## config.mk

```make
export PLATFORM = sky130hd
export DESIGN_NAME = dma_4d_descriptor_address_generator
export DESIGN_NICKNAME = d
export VERILOG_FILES = /design/src/design/d4dag_pkg.sv /design/src/design/dma_4d_descriptor_address_generator.sv /design/src/design/d4dag_desc_table.sv /design/src/design/d4dag_step_unit.sv
export VERILOG_INCLUDE_DIRS = /design/src /design/src/design
export SDC_FILE = /design/constraint.sdc
export NUM_CORES = 2
export LEC_CHECK = 0
export BUFFER_PORTS_ARGS = -buffer_cell sky130_fd_sc_hd__buf_2
export CAP_MARGIN = 30
export CELL_PAD_IN_SITES_DETAIL_PLACEMENT = 1
export CELL_PAD_IN_SITES_GLOBAL_PLACEMENT = 2
export CORE_ASPECT_RATIO = 0.8
export CORE_MARGIN = 2
export CORE_UTILIZATION = 45
export DETAILED_ROUTE_END_ITERATION = 8
export PLACE_DENSITY_LB_ADDON = 0.1
export SYNTH_ARGS = -nofsm -noshare
export SYNTH_HDL_FRONTEND = slang
export SYNTH_HIERARCHICAL = 1
export SYNTH_SLANG_ARGS = --single-unit
export TNS_END_PERCENT = 30
```

## constraint.sdc

```tcl
create_clock -name clk -period 8.5 [get_ports clk]
set_input_delay 0.85 -clock clk [delete_from_list [all_inputs] [get_ports clk]]
set_output_delay 0.85 -clock clk [all_outputs]
set_load 0.02 [all_outputs]
```

## src/design/dma_4d_descriptor_address_generator_defines.svh

```systemverilog
// Assertion macros used by the address generator top module.
`ifndef DMA_4D_DESCRIPTOR_ADDRESS_GENERATOR_DEFINES_SVH
`define DMA_4D_DESCRIPTOR_ADDRESS_GENERATOR_DEFINES_SVH

// Same-cycle implication, sampled on clk, off while rst_n is low.
`define D4DAG_ASSERT_IMPL(name, ante, cons, msg) \
    name: assert property (@(posedge clk) disable iff (!rst_n) (ante) |-> (cons)) \
        else $error(msg);

// Next-cycle implication, sampled on clk, off while rst_n is low.
`define D4DAG_ASSERT_NEXT(name, ante, cons, msg) \
    name: assert property (@(posedge clk) disable iff (!rst_n) (ante) |=> (cons)) \
        else $error(msg);

`endif

```

## src/design/d4dag_pkg.sv

```systemverilog
`timescale 1ns / 1ps
`default_nettype none

package d4dag_pkg;

    // Sizing
    localparam int SLOTS      = 16;
    localparam int ADDR_BITS  = 16;
    localparam int COUNT_BITS = 16;
    localparam int DIMS       = 4;
    localparam int VALUE_BITS = 16;
    localparam int SLOT_BITS  = (SLOTS > 1) ? $clog2(SLOTS) : 1;

    // Reciprocal for reducing a written link modulo SLOTS
    localparam int MOD_SHIFT      = VALUE_BITS + SLOT_BITS;
    localparam int MOD_RECIP_BITS = MOD_SHIFT + 1;
    localparam logic [MOD_RECIP_BITS-1:0] MOD_RECIP =
        MOD_RECIP_BITS'((64'd1 << MOD_SHIFT) / SLOTS);
    localparam int MOD_PROD_BITS  = VALUE_BITS + MOD_RECIP_BITS;
    localparam int MOD_QS_BITS    = VALUE_BITS + 1;

    typedef logic [SLOT_BITS-1:0]                  slot_t;
    typedef logic [ADDR_BITS-1:0]                  addr_t;
    typedef logic [COUNT_BITS-1:0]                 count_t;
    typedef logic [DIMS-1:0][COUNT_BITS-1:0]       count_vec_t;
    typedef logic [DIMS-1:0][ADDR_BITS-1:0]        step_vec_t;

    typedef enum logic [1:0] {
        MODE_SUSPEND  = 2'd0,
        MODE_TRANSFER = 2'd1,
        MODE_FORWARD  = 2'd2,
        MODE_WAIT     = 2'd3
    } mode_t;

    // Request opcodes
    localparam logic [1:0] OP_TICK  = 2'd0;
    localparam logic [1:0] OP_WRITE = 2'd1;
    localparam logic [1:0] OP_START = 2'd2;

    // Access kinds
    localparam logic [1:0] ACC_NONE  = 2'd0;
    localparam logic [1:0] ACC_READ  = 2'd1;
    localparam logic [1:0] ACC_WRITE = 2'd2;
    localparam logic [1:0] ACC_ZERO  = 2'd3;

    // Descriptor word selectors
    localparam logic [3:0] WORD_NEXT   = 4'd0;
    localparam logic [3:0] WORD_START  = 4'd1;
    localparam logic [3:0] WORD_MODE   = 4'd2;
    localparam logic [3:0] WORD_XCOUNT = 4'd3;
    localparam logic [3:0] WORD_XSTEP  = 4'd4;
    localparam logic [3:0] WORD_YCOUNT = 4'd5;
    localparam logic [3:0] WORD_YSTEP  = 4'd6;
    localparam logic [3:0] WORD_ZCOUNT = 4'd7;
    localparam logic [3:0] WORD_ZSTEP  = 4'd8;
    localparam logic [3:0] WORD_KCOUNT = 4'd9;
    localparam logic [3:0] WORD_KSTEP  = 4'd10;

    // One descriptor row as read from the table
    typedef struct packed {
        slot_t      next;
        addr_t      start;
        mode_t      mode;
        count_vec_t count;
        step_vec_t  step;
    } desc_row_t;

    // Table write request
    typedef struct packed {
        logic                  en;
        slot_t                 slot;
        logic [3:0]            word;
        logic [VALUE_BITS-1:0] value;
        slot_t                 next_slot;
    } tbl_wr_t;

    // Sequencer states
    typedef enum logic [2:0] {
        ST_IDLE,
        ST_WR_DIV,
        ST_WR_COMMIT,
        ST_READ,
        ST_EVAL,
        ST_CHAIN
    } state_t;

endpackage

`default_nettype wire

```

## src/design/dma_4d_descriptor_address_generator.sv

```systemverilog
// Flow: tick, start and unused requests pass from acceptance through ST_READ and ST_EVAL
// to the result register; a tick that chains to the next descriptor adds ST_CHAIN, and a
// descriptor write first passes ST_WR_DIV and ST_WR_COMMIT. A new request is accepted only
// in ST_IDLE with the result register free; the descriptor table's registered read port is
// read once per request and once more on a chain. Reset: direction and walk state clear
// at once; the table's 16 slots are then swept clear, during which no request is accepted.
`timescale 1ns / 1ps
`default_nettype none

`include "dma_4d_descriptor_address_generator_defines.svh"

module dma_4d_descriptor_address_generator (
    input  wire logic        clk,
    input  wire logic        rst_n,
    input  wire logic        in_valid,
    output logic             in_ready,
    input  wire logic [1:0]  opcode,
    input  wire logic [3:0]  desc_slot,
    input  wire logic [3:0]  desc_word,
    input  wire logic [15:0] word_value,
    output logic             out_valid,
    input  wire logic        out_ready,
    output logic [15:0]      ram_address,
    output logic [1:0]       access,
    output logic [3:0]       active_descriptor,
    output logic [1:0]       active_mode,
    input  wire logic        cfg_write_en,
    input  wire logic [0:0]  cfg_write_data
);

    d4dag_pkg::state_t     state_reg, state_next;
    logic                  direction_reg, direction_next;

    // Request latch
    logic [1:0]            op_reg, op_next;
    logic [3:0]            slot_reg, slot_next;
    logic [3:0]            word_reg, word_next;
    logic [d4dag_pkg::VALUE_BITS-1:0] value_reg, value_next;
    logic [d4dag_pkg::VALUE_BITS-1:0] quot_reg, quot_next;

    // Walk state
    d4dag_pkg::slot_t      cur_slot_reg, cur_slot_next;
    d4dag_pkg::addr_t      cur_addr_reg, cur_addr_next;
    d4dag_pkg::count_vec_t rem_reg, rem_next;

    // Result register
    logic                  out_valid_reg, out_valid_next;
    logic [15:0]           ram_address_reg, ram_address_next;
    logic [1:0]            access_reg, access_next;
    logic [3:0]            active_desc_reg, active_desc_next;
    logic [1:0]            active_mode_reg, active_mode_next;

    // Table and step unit
    d4dag_pkg::tbl_wr_t    tbl_wr;
    logic                  rd_en;
    d4dag_pkg::slot_t      rd_slot;
    d4dag_pkg::desc_row_t  rd_row;
    logic                  clear_busy;
    d4dag_pkg::addr_t      step_addr;
    d4dag_pkg::count_vec_t step_rem;
    logic                  step_done;

    // Link reduction
    logic [d4dag_pkg::MOD_PROD_BITS-1:0] prod;
    logic [d4dag_pkg::MOD_QS_BITS-1:0]   qs;
    logic [d4dag_pkg::VALUE_BITS-1:0] rem_raw;
    logic [d4dag_pkg::VALUE_BITS-1:0] rem_fix;

    logic                  accept;
    logic                  out_free;

    d4dag_desc_table u_table (
        .clk        (clk),
        .rst_n      (rst_n),
        .wr         (tbl_wr),
        .rd_en      (rd_en),
        .rd_slot    (rd_slot),
        .rd_row     (rd_row),
        .clear_busy (clear_busy)
    );

    d4dag_step_unit u_step (
        .addr           (cur_addr_reg),
        .remaining      (rem_reg),
        .count          (rd_row.count),
        .step           (rd_row.step),
        .addr_next      (step_addr),
        .remaining_next (step_rem),
        .done           (step_done)
    );

    // Link value modulo SLOTS: reciprocal multiply, then one correction
    assign prod    = d4dag_pkg::MOD_PROD_BITS'(value_reg)
                   * d4dag_pkg::MOD_PROD_BITS'(d4dag_pkg::MOD_RECIP);
    assign qs      = d4dag_pkg::MOD_QS_BITS'(d4dag_pkg::MOD_QS_BITS'(quot_reg)
                   * d4dag_pkg::MOD_QS_BITS'(d4dag_pkg::SLOTS));
    assign rem_raw = value_reg - d4dag_pkg::VALUE_BITS'(qs);
    assign rem_fix = (rem_raw >= d4dag_pkg::VALUE_BITS'(d4dag_pkg::SLOTS))
                   ? (rem_raw - d4dag_pkg::VALUE_BITS'(d4dag_pkg::SLOTS)) : rem_raw;

    assign out_free = !out_valid_reg || out_ready;
    assign accept   = in_valid && in_ready;

    // Next state
    always_comb
    begin
        state_next = state_reg;
        case (state_reg)
            d4dag_pkg::ST_IDLE:
            begin
                if (accept)
                begin
                    state_next = (opcode == d4dag_pkg::OP_WRITE)
                               ? d4dag_pkg::ST_WR_DIV : d4dag_pkg::ST_READ;
                end
            end
            d4dag_pkg::ST_WR_DIV:    state_next = d4dag_pkg::ST_WR_COMMIT;
            d4dag_pkg::ST_WR_COMMIT: state_next = d4dag_pkg::ST_READ;
            d4dag_pkg::ST_READ:      state_next = d4dag_pkg::ST_EVAL;
            d4dag_pkg::ST_EVAL:
            begin
                if ((op_reg == d4dag_pkg::OP_TICK) &&
                    (rd_row.mode != d4dag_pkg::MODE_SUSPEND) && step_done)
                begin
                    state_next = d4dag_pkg::ST_CHAIN;
                end
                else
                begin
                    state_next = d4dag_pkg::ST_IDLE;
                end
            end
            d4dag_pkg::ST_CHAIN:     state_next = d4dag_pkg::ST_IDLE;
            default:                 state_next = d4dag_pkg::ST_IDLE;
        endcase
    end

    // Outputs and datapath
    always_comb
    begin
        in_ready         = (state_reg == d4dag_pkg::ST_IDLE) && !clear_busy && out_free;
        direction_next   = cfg_write_en ? cfg_write_data[0] : direction_reg;
        op_next          = op_reg;
        slot_next        = slot_reg;
        word_next        = word_reg;
        value_next       = value_reg;
        quot_next        = quot_reg;
        cur_slot_next    = cur_slot_reg;
        cur_addr_next    = cur_addr_reg;
        rem_next         = rem_reg;
        out_valid_next   = out_valid_reg && !out_ready;
        ram_address_next = ram_address_reg;
        access_next      = access_reg;
        active_desc_next = active_desc_reg;
        active_mode_next = active_mode_reg;
        rd_en            = 1'b0;
        rd_slot          = cur_slot_reg;
        tbl_wr.en        = 1'b0;
        tbl_wr.slot      = d4dag_pkg::SLOT_BITS'(slot_reg);
        tbl_wr.word      = word_reg;
        tbl_wr.value     = value_reg;
        tbl_wr.next_slot = d4dag_pkg::SLOT_BITS'(rem_fix);

        case (state_reg)
            d4dag_pkg::ST_IDLE:
            begin
                if (accept)
                begin
                    op_next    = opcode;
                    slot_next  = desc_slot;
                    word_next  = desc_word;
                    value_next = word_value;
                    if (opcode == d4dag_pkg::OP_START)
                    begin
                        cur_slot_next = '0;
                    end
                end
            end
            d4dag_pkg::ST_WR_DIV:
            begin
                quot_next = d4dag_pkg::VALUE_BITS'(prod >> d4dag_pkg::MOD_SHIFT);
            end
            d4dag_pkg::ST_WR_COMMIT:
            begin
                // Slots beyond the table are dropped
                tbl_wr.en = (32'(slot_reg) < 32'(d4dag_pkg::SLOTS));
            end
            d4dag_pkg::ST_READ:
            begin
                rd_en = 1'b1;
            end
            d4dag_pkg::ST_EVAL:
            begin
                ram_address_next = '0;
                access_next      = d4dag_pkg::ACC_NONE;
                active_desc_next = 4'(cur_slot_reg);
                active_mode_next = rd_row.mode;
                out_valid_next   = 1'b1;
                case (op_reg)
                    d4dag_pkg::OP_TICK:
                    begin
                        if (rd_row.mode == d4dag_pkg::MODE_SUSPEND)
                        begin
                            access_next = direction_reg ? d4dag_pkg::ACC_NONE
                                                        : d4dag_pkg::ACC_ZERO;
                        end
                        else
                        begin
                            if (rd_row.mode != d4dag_pkg::MODE_WAIT)
                            begin
                                ram_address_next = 16'(cur_addr_reg);
                                access_next      = direction_reg ? d4dag_pkg::ACC_WRITE
                                                                 : d4dag_pkg::ACC_READ;
                            end
                            cur_addr_next = step_addr;
                            rem_next      = step_rem;
                            // Walk finished: fetch the linked descriptor
                            if (step_done)
                            begin
                                out_valid_next = 1'b0;
                                rd_en          = 1'b1;
                                rd_slot        = rd_row.next;
                                cur_slot_next  = rd_row.next;
                            end
                        end
                    end
                    d4dag_pkg::OP_START:
                    begin
                        cur_addr_next = rd_row.start;
                        rem_next      = rd_row.count;
                    end
                    default:
                    begin
                    end
                endcase
            end
            d4dag_pkg::ST_CHAIN:
            begin
                if (rd_row.mode != d4dag_pkg::MODE_FORWARD)
                begin
                    cur_addr_next = rd_row.start;
                end
                rem_next         = rd_row.count;
                active_desc_next = 4'(cur_slot_reg);
                active_mode_next = rd_row.mode;
                out_valid_next   = 1'b1;
            end
            default:
            begin
            end
        endcase
    end

    // Control registers
    always_ff @(posedge clk or negedge rst_n)
    begin
        if (!rst_n)
        begin
            state_reg     <= d4dag_pkg::ST_IDLE;
            direction_reg <= 1'b0;
            cur_slot_reg  <= '0;
            cur_addr_reg  <= '0;
            rem_reg       <= '0;
            out_valid_reg <= 1'b0;
        end
        else
        begin
            state_reg     <= state_next;
            direction_reg <= direction_next;
            cur_slot_reg  <= cur_slot_next;
            cur_addr_reg  <= cur_addr_next;
            rem_reg       <= rem_next;
            out_valid_reg <= out_valid_next;
        end
    end

    // Payload registers
    always_ff @(posedge clk)
    begin
        op_reg          <= op_next;
        slot_reg        <= slot_next;
        word_reg        <= word_next;
        value_reg       <= value_next;
        quot_reg        <= quot_next;
        ram_address_reg <= ram_address_next;
        access_reg      <= access_next;
        active_desc_reg <= active_desc_next;
        active_mode_reg <= active_mode_next;
    end

    assign out_valid         = out_valid_reg;
    assign ram_address       = ram_address_reg;
    assign access            = access_reg;
    assign active_descriptor = active_desc_reg;
    assign active_mode       = active_mode_reg;

    // Checks
    `D4DAG_ASSERT_IMPL(a_accept_out_free, in_valid && in_ready, !out_valid_reg || out_ready,
        "request accepted with result register blocked")
    `D4DAG_ASSERT_IMPL(a_no_accept_clearing, clear_busy, !in_ready,
        "request accepted during table sweep")
    `D4DAG_ASSERT_IMPL(a_no_access_zero_addr,
        out_valid_reg && (access_reg == d4dag_pkg::ACC_NONE ||
                          access_reg == d4dag_pkg::ACC_ZERO),
        ram_address_reg == '0, "address shown without RAM access")
    `D4DAG_ASSERT_NEXT(a_read_then_eval, state_reg == d4dag_pkg::ST_READ,
        state_reg == d4dag_pkg::ST_EVAL, "table read not followed by evaluation")

endmodule

`default_nettype wire

```

## src/design/d4dag_desc_table.sv

```systemverilog
`timescale 1ns / 1ps
`default_nettype none

module d4dag_desc_table (
    input  wire logic                 clk,
    input  wire logic                 rst_n,
    input  wire d4dag_pkg::tbl_wr_t   wr,
    input  wire logic                 rd_en,
    input  wire d4dag_pkg::slot_t     rd_slot,
    output d4dag_pkg::desc_row_t      rd_row,
    output logic                      clear_busy
);

    // Descriptor storage, one row per slot
    d4dag_pkg::slot_t      next_mem  [d4dag_pkg::SLOTS];
    d4dag_pkg::addr_t      start_mem [d4dag_pkg::SLOTS];
    d4dag_pkg::mode_t      mode_mem  [d4dag_pkg::SLOTS];
    d4dag_pkg::count_vec_t count_mem [d4dag_pkg::SLOTS];
    d4dag_pkg::step_vec_t  step_mem  [d4dag_pkg::SLOTS];

    d4dag_pkg::desc_row_t  rd_row_reg;

    logic                  clr_active_reg, clr_active_next;
    d4dag_pkg::slot_t      clr_idx_reg, clr_idx_next;

    // Clearing sweep after reset, one row a cycle
    always_comb
    begin
        clr_active_next = clr_active_reg;
        clr_idx_next    = clr_idx_reg;
        if (clr_active_reg)
        begin
            if (clr_idx_reg == d4dag_pkg::SLOT_BITS'(d4dag_pkg::SLOTS - 1))
            begin
                clr_active_next = 1'b0;
            end
            else
            begin
                clr_idx_next = clr_idx_reg + d4dag_pkg::SLOT_BITS'(1);
            end
        end
    end

    always_ff @(posedge clk or negedge rst_n)
    begin
        if (!rst_n)
        begin
            clr_active_reg <= 1'b1;
            clr_idx_reg    <= '0;
        end
        else
        begin
            clr_active_reg <= clr_active_next;
            clr_idx_reg    <= clr_idx_next;
        end
    end

    // Write port: sweep clears a row, else one word of one slot
    always_ff @(posedge clk)
    begin
        if (clr_active_reg)
        begin
            next_mem[clr_idx_reg]  <= '0;
            start_mem[clr_idx_reg] <= '0;
            mode_mem[clr_idx_reg]  <= d4dag_pkg::MODE_SUSPEND;
            count_mem[clr_idx_reg] <= '0;
            step_mem[clr_idx_reg]  <= '0;
        end
        else if (wr.en)
        begin
            case (wr.word)
                d4dag_pkg::WORD_NEXT:   next_mem[wr.slot]  <= wr.next_slot;
                d4dag_pkg::WORD_START:
                    start_mem[wr.slot] <= d4dag_pkg::ADDR_BITS'(wr.value);
                d4dag_pkg::WORD_MODE:
                    mode_mem[wr.slot]  <= d4dag_pkg::mode_t'(wr.value[1:0]);
                d4dag_pkg::WORD_XCOUNT:
                    count_mem[wr.slot][0] <= d4dag_pkg::COUNT_BITS'(wr.value);
                d4dag_pkg::WORD_YCOUNT:
                    count_mem[wr.slot][1] <= d4dag_pkg::COUNT_BITS'(wr.value);
                d4dag_pkg::WORD_ZCOUNT:
                    count_mem[wr.slot][2] <= d4dag_pkg::COUNT_BITS'(wr.value);
                d4dag_pkg::WORD_KCOUNT:
                    count_mem[wr.slot][3] <= d4dag_pkg::COUNT_BITS'(wr.value);
                d4dag_pkg::WORD_XSTEP:
                    step_mem[wr.slot][0] <= d4dag_pkg::ADDR_BITS'(wr.value);
                d4dag_pkg::WORD_YSTEP:
                    step_mem[wr.slot][1] <= d4dag_pkg::ADDR_BITS'(wr.value);
                d4dag_pkg::WORD_ZSTEP:
                    step_mem[wr.slot][2] <= d4dag_pkg::ADDR_BITS'(wr.value);
                d4dag_pkg::WORD_KSTEP:
                    step_mem[wr.slot][3] <= d4dag_pkg::ADDR_BITS'(wr.value);
                default:
                begin
                end
            endcase
        end
    end

    // Registered read port, loaded while rd_en is high
    always_ff @(posedge clk)
    begin
        if (rd_en)
        begin
            rd_row_reg.next  <= next_mem[rd_slot];
            rd_row_reg.start <= start_mem[rd_slot];
            rd_row_reg.mode  <= mode_mem[rd_slot];
            rd_row_reg.count <= count_mem[rd_slot];
            rd_row_reg.step  <= step_mem[rd_slot];
        end
    end

    assign rd_row     = rd_row_reg;
    assign clear_busy = clr_active_reg;

endmodule

`default_nettype wire

```

## src/design/d4dag_step_unit.sv

```systemverilog
`timescale 1ns / 1ps
`default_nettype none

module d4dag_step_unit (
    input  wire d4dag_pkg::addr_t       addr,
    input  wire d4dag_pkg::count_vec_t  remaining,
    input  wire d4dag_pkg::count_vec_t  count,
    input  wire d4dag_pkg::step_vec_t   step,
    output d4dag_pkg::addr_t            addr_next,
    output d4dag_pkg::count_vec_t       remaining_next,
    output logic                        done
);

    logic found;

    // Innermost live dimension steps; inner ones reload
    always_comb
    begin
        found          = 1'b0;
        addr_next      = addr;
        remaining_next = remaining;
        for (int d = 0; d < d4dag_pkg::DIMS; d++)
        begin
            if (!found && (remaining[d] != '0))
            begin
                found     = 1'b1;
                addr_next = addr + step[d];
                for (int i = 0; i < d4dag_pkg::DIMS; i++)
                begin
                    if (i < d)
                    begin
                        remaining_next[i] = count[i];
                    end
                end
                remaining_next[d] = remaining[d] - d4dag_pkg::COUNT_BITS'(1);
            end
        end
        done = (remaining_next == '0);
    end

endmodule

`default_nettype wire
```

==> flow_summary_export.csv <==
group,metric,value,unit
die,die_y,443.9,um
synthesis,ys_seq_area_share,73.89,%
power_and_ir_drop,p_sw,8980,uW
status,status,"finished clean",
placement,portBuffers,57,
synthesis,avgSynthCellArea,19.20,um2
sta,final-hold-violation-count,0,
detailed_routing,avgRoutedWirePerCell,34.57,um
power_and_ir_drop,pwr_density_cell,263.8,nW/um2
die,start_util,45.26,%
power_and_ir_drop,irDropWorstVdd,177.1,uV
flow_run,drv_cap,0,
sta,worst_slew_pin_slew,0.9990,ns
final_layout,nFillCells,21530,
detailed_routing,drt_iter0_drc,7355,
cts,cts_buffer_depth,4,
die,die-area,245900,um2
critical_path,cp.required,9.19,ns
synthesis,ys_types,97,
final_layout,syn_to_final_growth,14.28,%
cts,cts_hold_buffers,0,
sta,fmax,122.6,MHz
grt,grt_pass1_wl,461300,um
detailed_routing,routed_wl,326100,um
critical_path,critPathMaxFanout,25,
final_layout,nets,6136,
detailed_routing,drc,0,
synthesis,async_reset_ff_share,3.489,%
synthesis,synth_edf_count,2600,
die,io_pins,58,
synthesis,ys_ff_latch,2694,
sta,drv_slew,0,
placement,gp_congestion,0.8395,
sta,period_share,96.00,%
final_layout,fin_area,124400,um2
sta,period_needed,8.160,ns
power_and_ir_drop,cellLeakagePower,0.04061,uW
power_and_ir_drop,p_sw_share,27.37,%
grt,antenna_found_initial,26,
placement,numPlacedInstances,8922,
power_and_ir_drop,p_int,23830,uW
grt,first_global_vias,58760,
power_and_ir_drop,p_seq_share,49.4,%
detailed_routing,vias_per_cell,6.203,
grt,grtUsageTotal,26.42,%
die,num_rows,161,
critical_path,critPathArrivalTime,8.85,ns
sta,slew_headroom,33.19,%
sta,holdWs,0.07481,ns
synthesis,syn_inst,5670,
power_and_ir_drop,p_comb_share,14.2,%
synthesis,syn_area,108900,um2
detailed_routing,ant_nets,0,
cts,cts_max_level,5,
detailed_routing,dr.pass1.iters,5,
critical_path,end_kind,"flip-flop",
cts,insertion_delay,0.87,ns
cts,post_cts_buffers,0,
sta,rsz0062_at_grt,"false",
placement,dp_hpwl,206500,um
sta,final-setup-viol-count,0,
final_layout,instances_no_fill,9432,
final_layout,fin_util,51.72,%
synthesis,syn-num-nets,5772,
final_layout,drive_gt1_share,27.53,%
cts,cts_root_buf,"clkbuf_16",
die,fp.coreArea,240500,um2
final_layout,largestRegisters,"u_table/count_mem: 1024 flops, u_table/step_mem: 1024 flops, u_table/start_mem: 256 flops",
critical_path,startpoint_type,"flip-flop",
final_layout,final_common_cell,"edfxtp_1",
synthesis,yosysWarnings,6,
cts,cts.sinks,2694,
grt,overflow,0,
sta,finalSetupTns,0,ns
power_and_ir_drop,power_frac_clock,36.4,%
worst_hold_path,min_path_type,"in2async",
die,die_w,553.9,um
cts,cts_resized,0,
grt,grt_max_degree,117,
detailed_routing,via_count,58510,
cts,numCtsBuffers,284,
sta,finClkSkew,0.04131,ns
cts,clkTransAtPathRegs,0.06,ns
placement,placed_cell_area,115500,um2
final_layout,layout_common_cells,"edfxtp_1 (2,600), mux4_2 (505), clkbuf_16 (289)",
cts,cts_tree,"yes",
synthesis,ys_dominant_reg_cell,"edfxtp_1",
critical_path,criticalPathCategory,"reg2reg",
## area by class of cell
| type | instances | area (um2) | share of cell area (%) |
|---|---|---|---|
| timing repair buffer | 390 | 3282 | 2.638 |
| antenna | 9 | 22.52 | 0.01811 |
| multi-input combinational | 2627 | 27800 | 22.35 |
| inverter | 37 | 138.9 | 0.1116 |
| clock inverter | 141 | 1244 | 0.9998 |
| clock buffer | 356 | 7503 | 6.032 |
| tap | 3178 | 3976 | 3.197 |
| sequential | 2694 | 80430 | 64.66 |
## power groups by stage
stage	sequential, uW	clock, uW	combinational [uW]
global placement	16500	0	4500
global route	16200	12600	5050
detailed placement	16500	0	4570
CTS	16200	12200	4600
floorplan	15900	0	2970
finish	16200	11900	4660
## final timing paths
path / start / endpoint / slack, ns / cells past startpoint
worst min-delay path: rst_n / rem_reg[45]$_DFFE_PN0P_ / 0.07 / 1
worst max-delay path: rem_reg[0]$_DFFE_PN0P_ / u_table/rd_row[64]$_DFFE_PP_ / 0.34 / 18
worst max register to register: rem_reg[0]$_DFFE_PN0P_ / u_table/rd_row[64]$_DFFE_PP_ / 0.34 / 18
worst min register to register: rem_reg[53]$_DFFE_PN0P_ / rem_reg[53]$_DFFE_PN0P_ / 0.54 / 1
min in group clk: word_value[13] / value_reg[13]$_DFFE_PP_ / 0.16 / 1
max in group asynchronous: rst_n / cur_slot_reg[1]$_DFFE_PN0P_ / 7.06 / 2
## cell usage after synthesis (40+ instances only)
cell type | count | area (um2)
a21o_1 | 46 | 345.3
a21oi_1 | 83 | 415.4
a22o_1 | 48 | 420.4
a22oi_1 | 224 | 1682
and2_1 | 58 | 362.9
and3_1 | 41 | 256.5
buf_2 | 130 | 650.6
clkbuf_1 | 140 | 525.5
dfrtp_1 | 93 | 2327
edfxtp_1 | 2600 | 78070
ha_1 | 66 | 825.8
mux2_2 | 221 | 2489
mux2i_1 | 152 | 1521
mux4_2 | 505 | 11370
nand2_1 | 219 | 822.0
nand3_1 | 40 | 200.2
nor2_1 | 143 | 536.8
nor2b_1 | 43 | 269.0
nor3_1 | 176 | 880.8
o21ai_0 | 54 | 270.3
xnor2_1 | 53 | 464.2
## worst max-delay path, stage by stage, from the launching register on
cell	delay, ns
dfrtp_1	0.43
inv_1	0.09
ha_1	0.17
or3b_1	0.52
or4_1	0.67
nor4_2	0.55
nand4_1	0.22
nor4_1	0.31
xor2_1	0.13
or4b_2	0.64
or4_1	0.50
nor4_2	0.45
and4b_1	0.62
mux2_8	0.56
and2_1	0.46
buf_4	0.34
a22o_1	0.25
a2111oi_1	0.80
a221o_1	0.26
## cell families after synthesis
| kind of cell | count (synthesis) | share of synthesized area (%) |
|---|---|---|
| flops | 2694 | 73.89 |
| mux | 900 | 14.36 |
| simple gates | 877 | 4.114 |
| compound gates | 694 | 4.640 |
| buf+inv | 349 | 1.470 |
| xor+xnor | 86 | 0.6920 |
| fa+ha+maj | 70 | 0.8322 |
## metrics by stage
| step | setup slack, ns | power, uW |
|---|---|---|
| finish | 0.3402 | 32810 |
| global route | 0.1036 | 33900 |
| CTS | 0.1395 | 32960 |
| detailed placement | 0.1807 | 21040 |
| global placement | -0.1239 | 20960 |
| floorplan | 1.421 | 18900 |
## layer usage
layer / up-vias / GRT usage [%] / part of all wire, %
li1: 24140 / - / -
met1: 31750 / 42.91 / 48
met2: 2227 / 37.18 / 43
met3: 379 / 4.620 / 7.9
met4: 12 / 5.341 / 2.0
met5: - / 0 / 0.025
(Power assumes the default switching activity.)
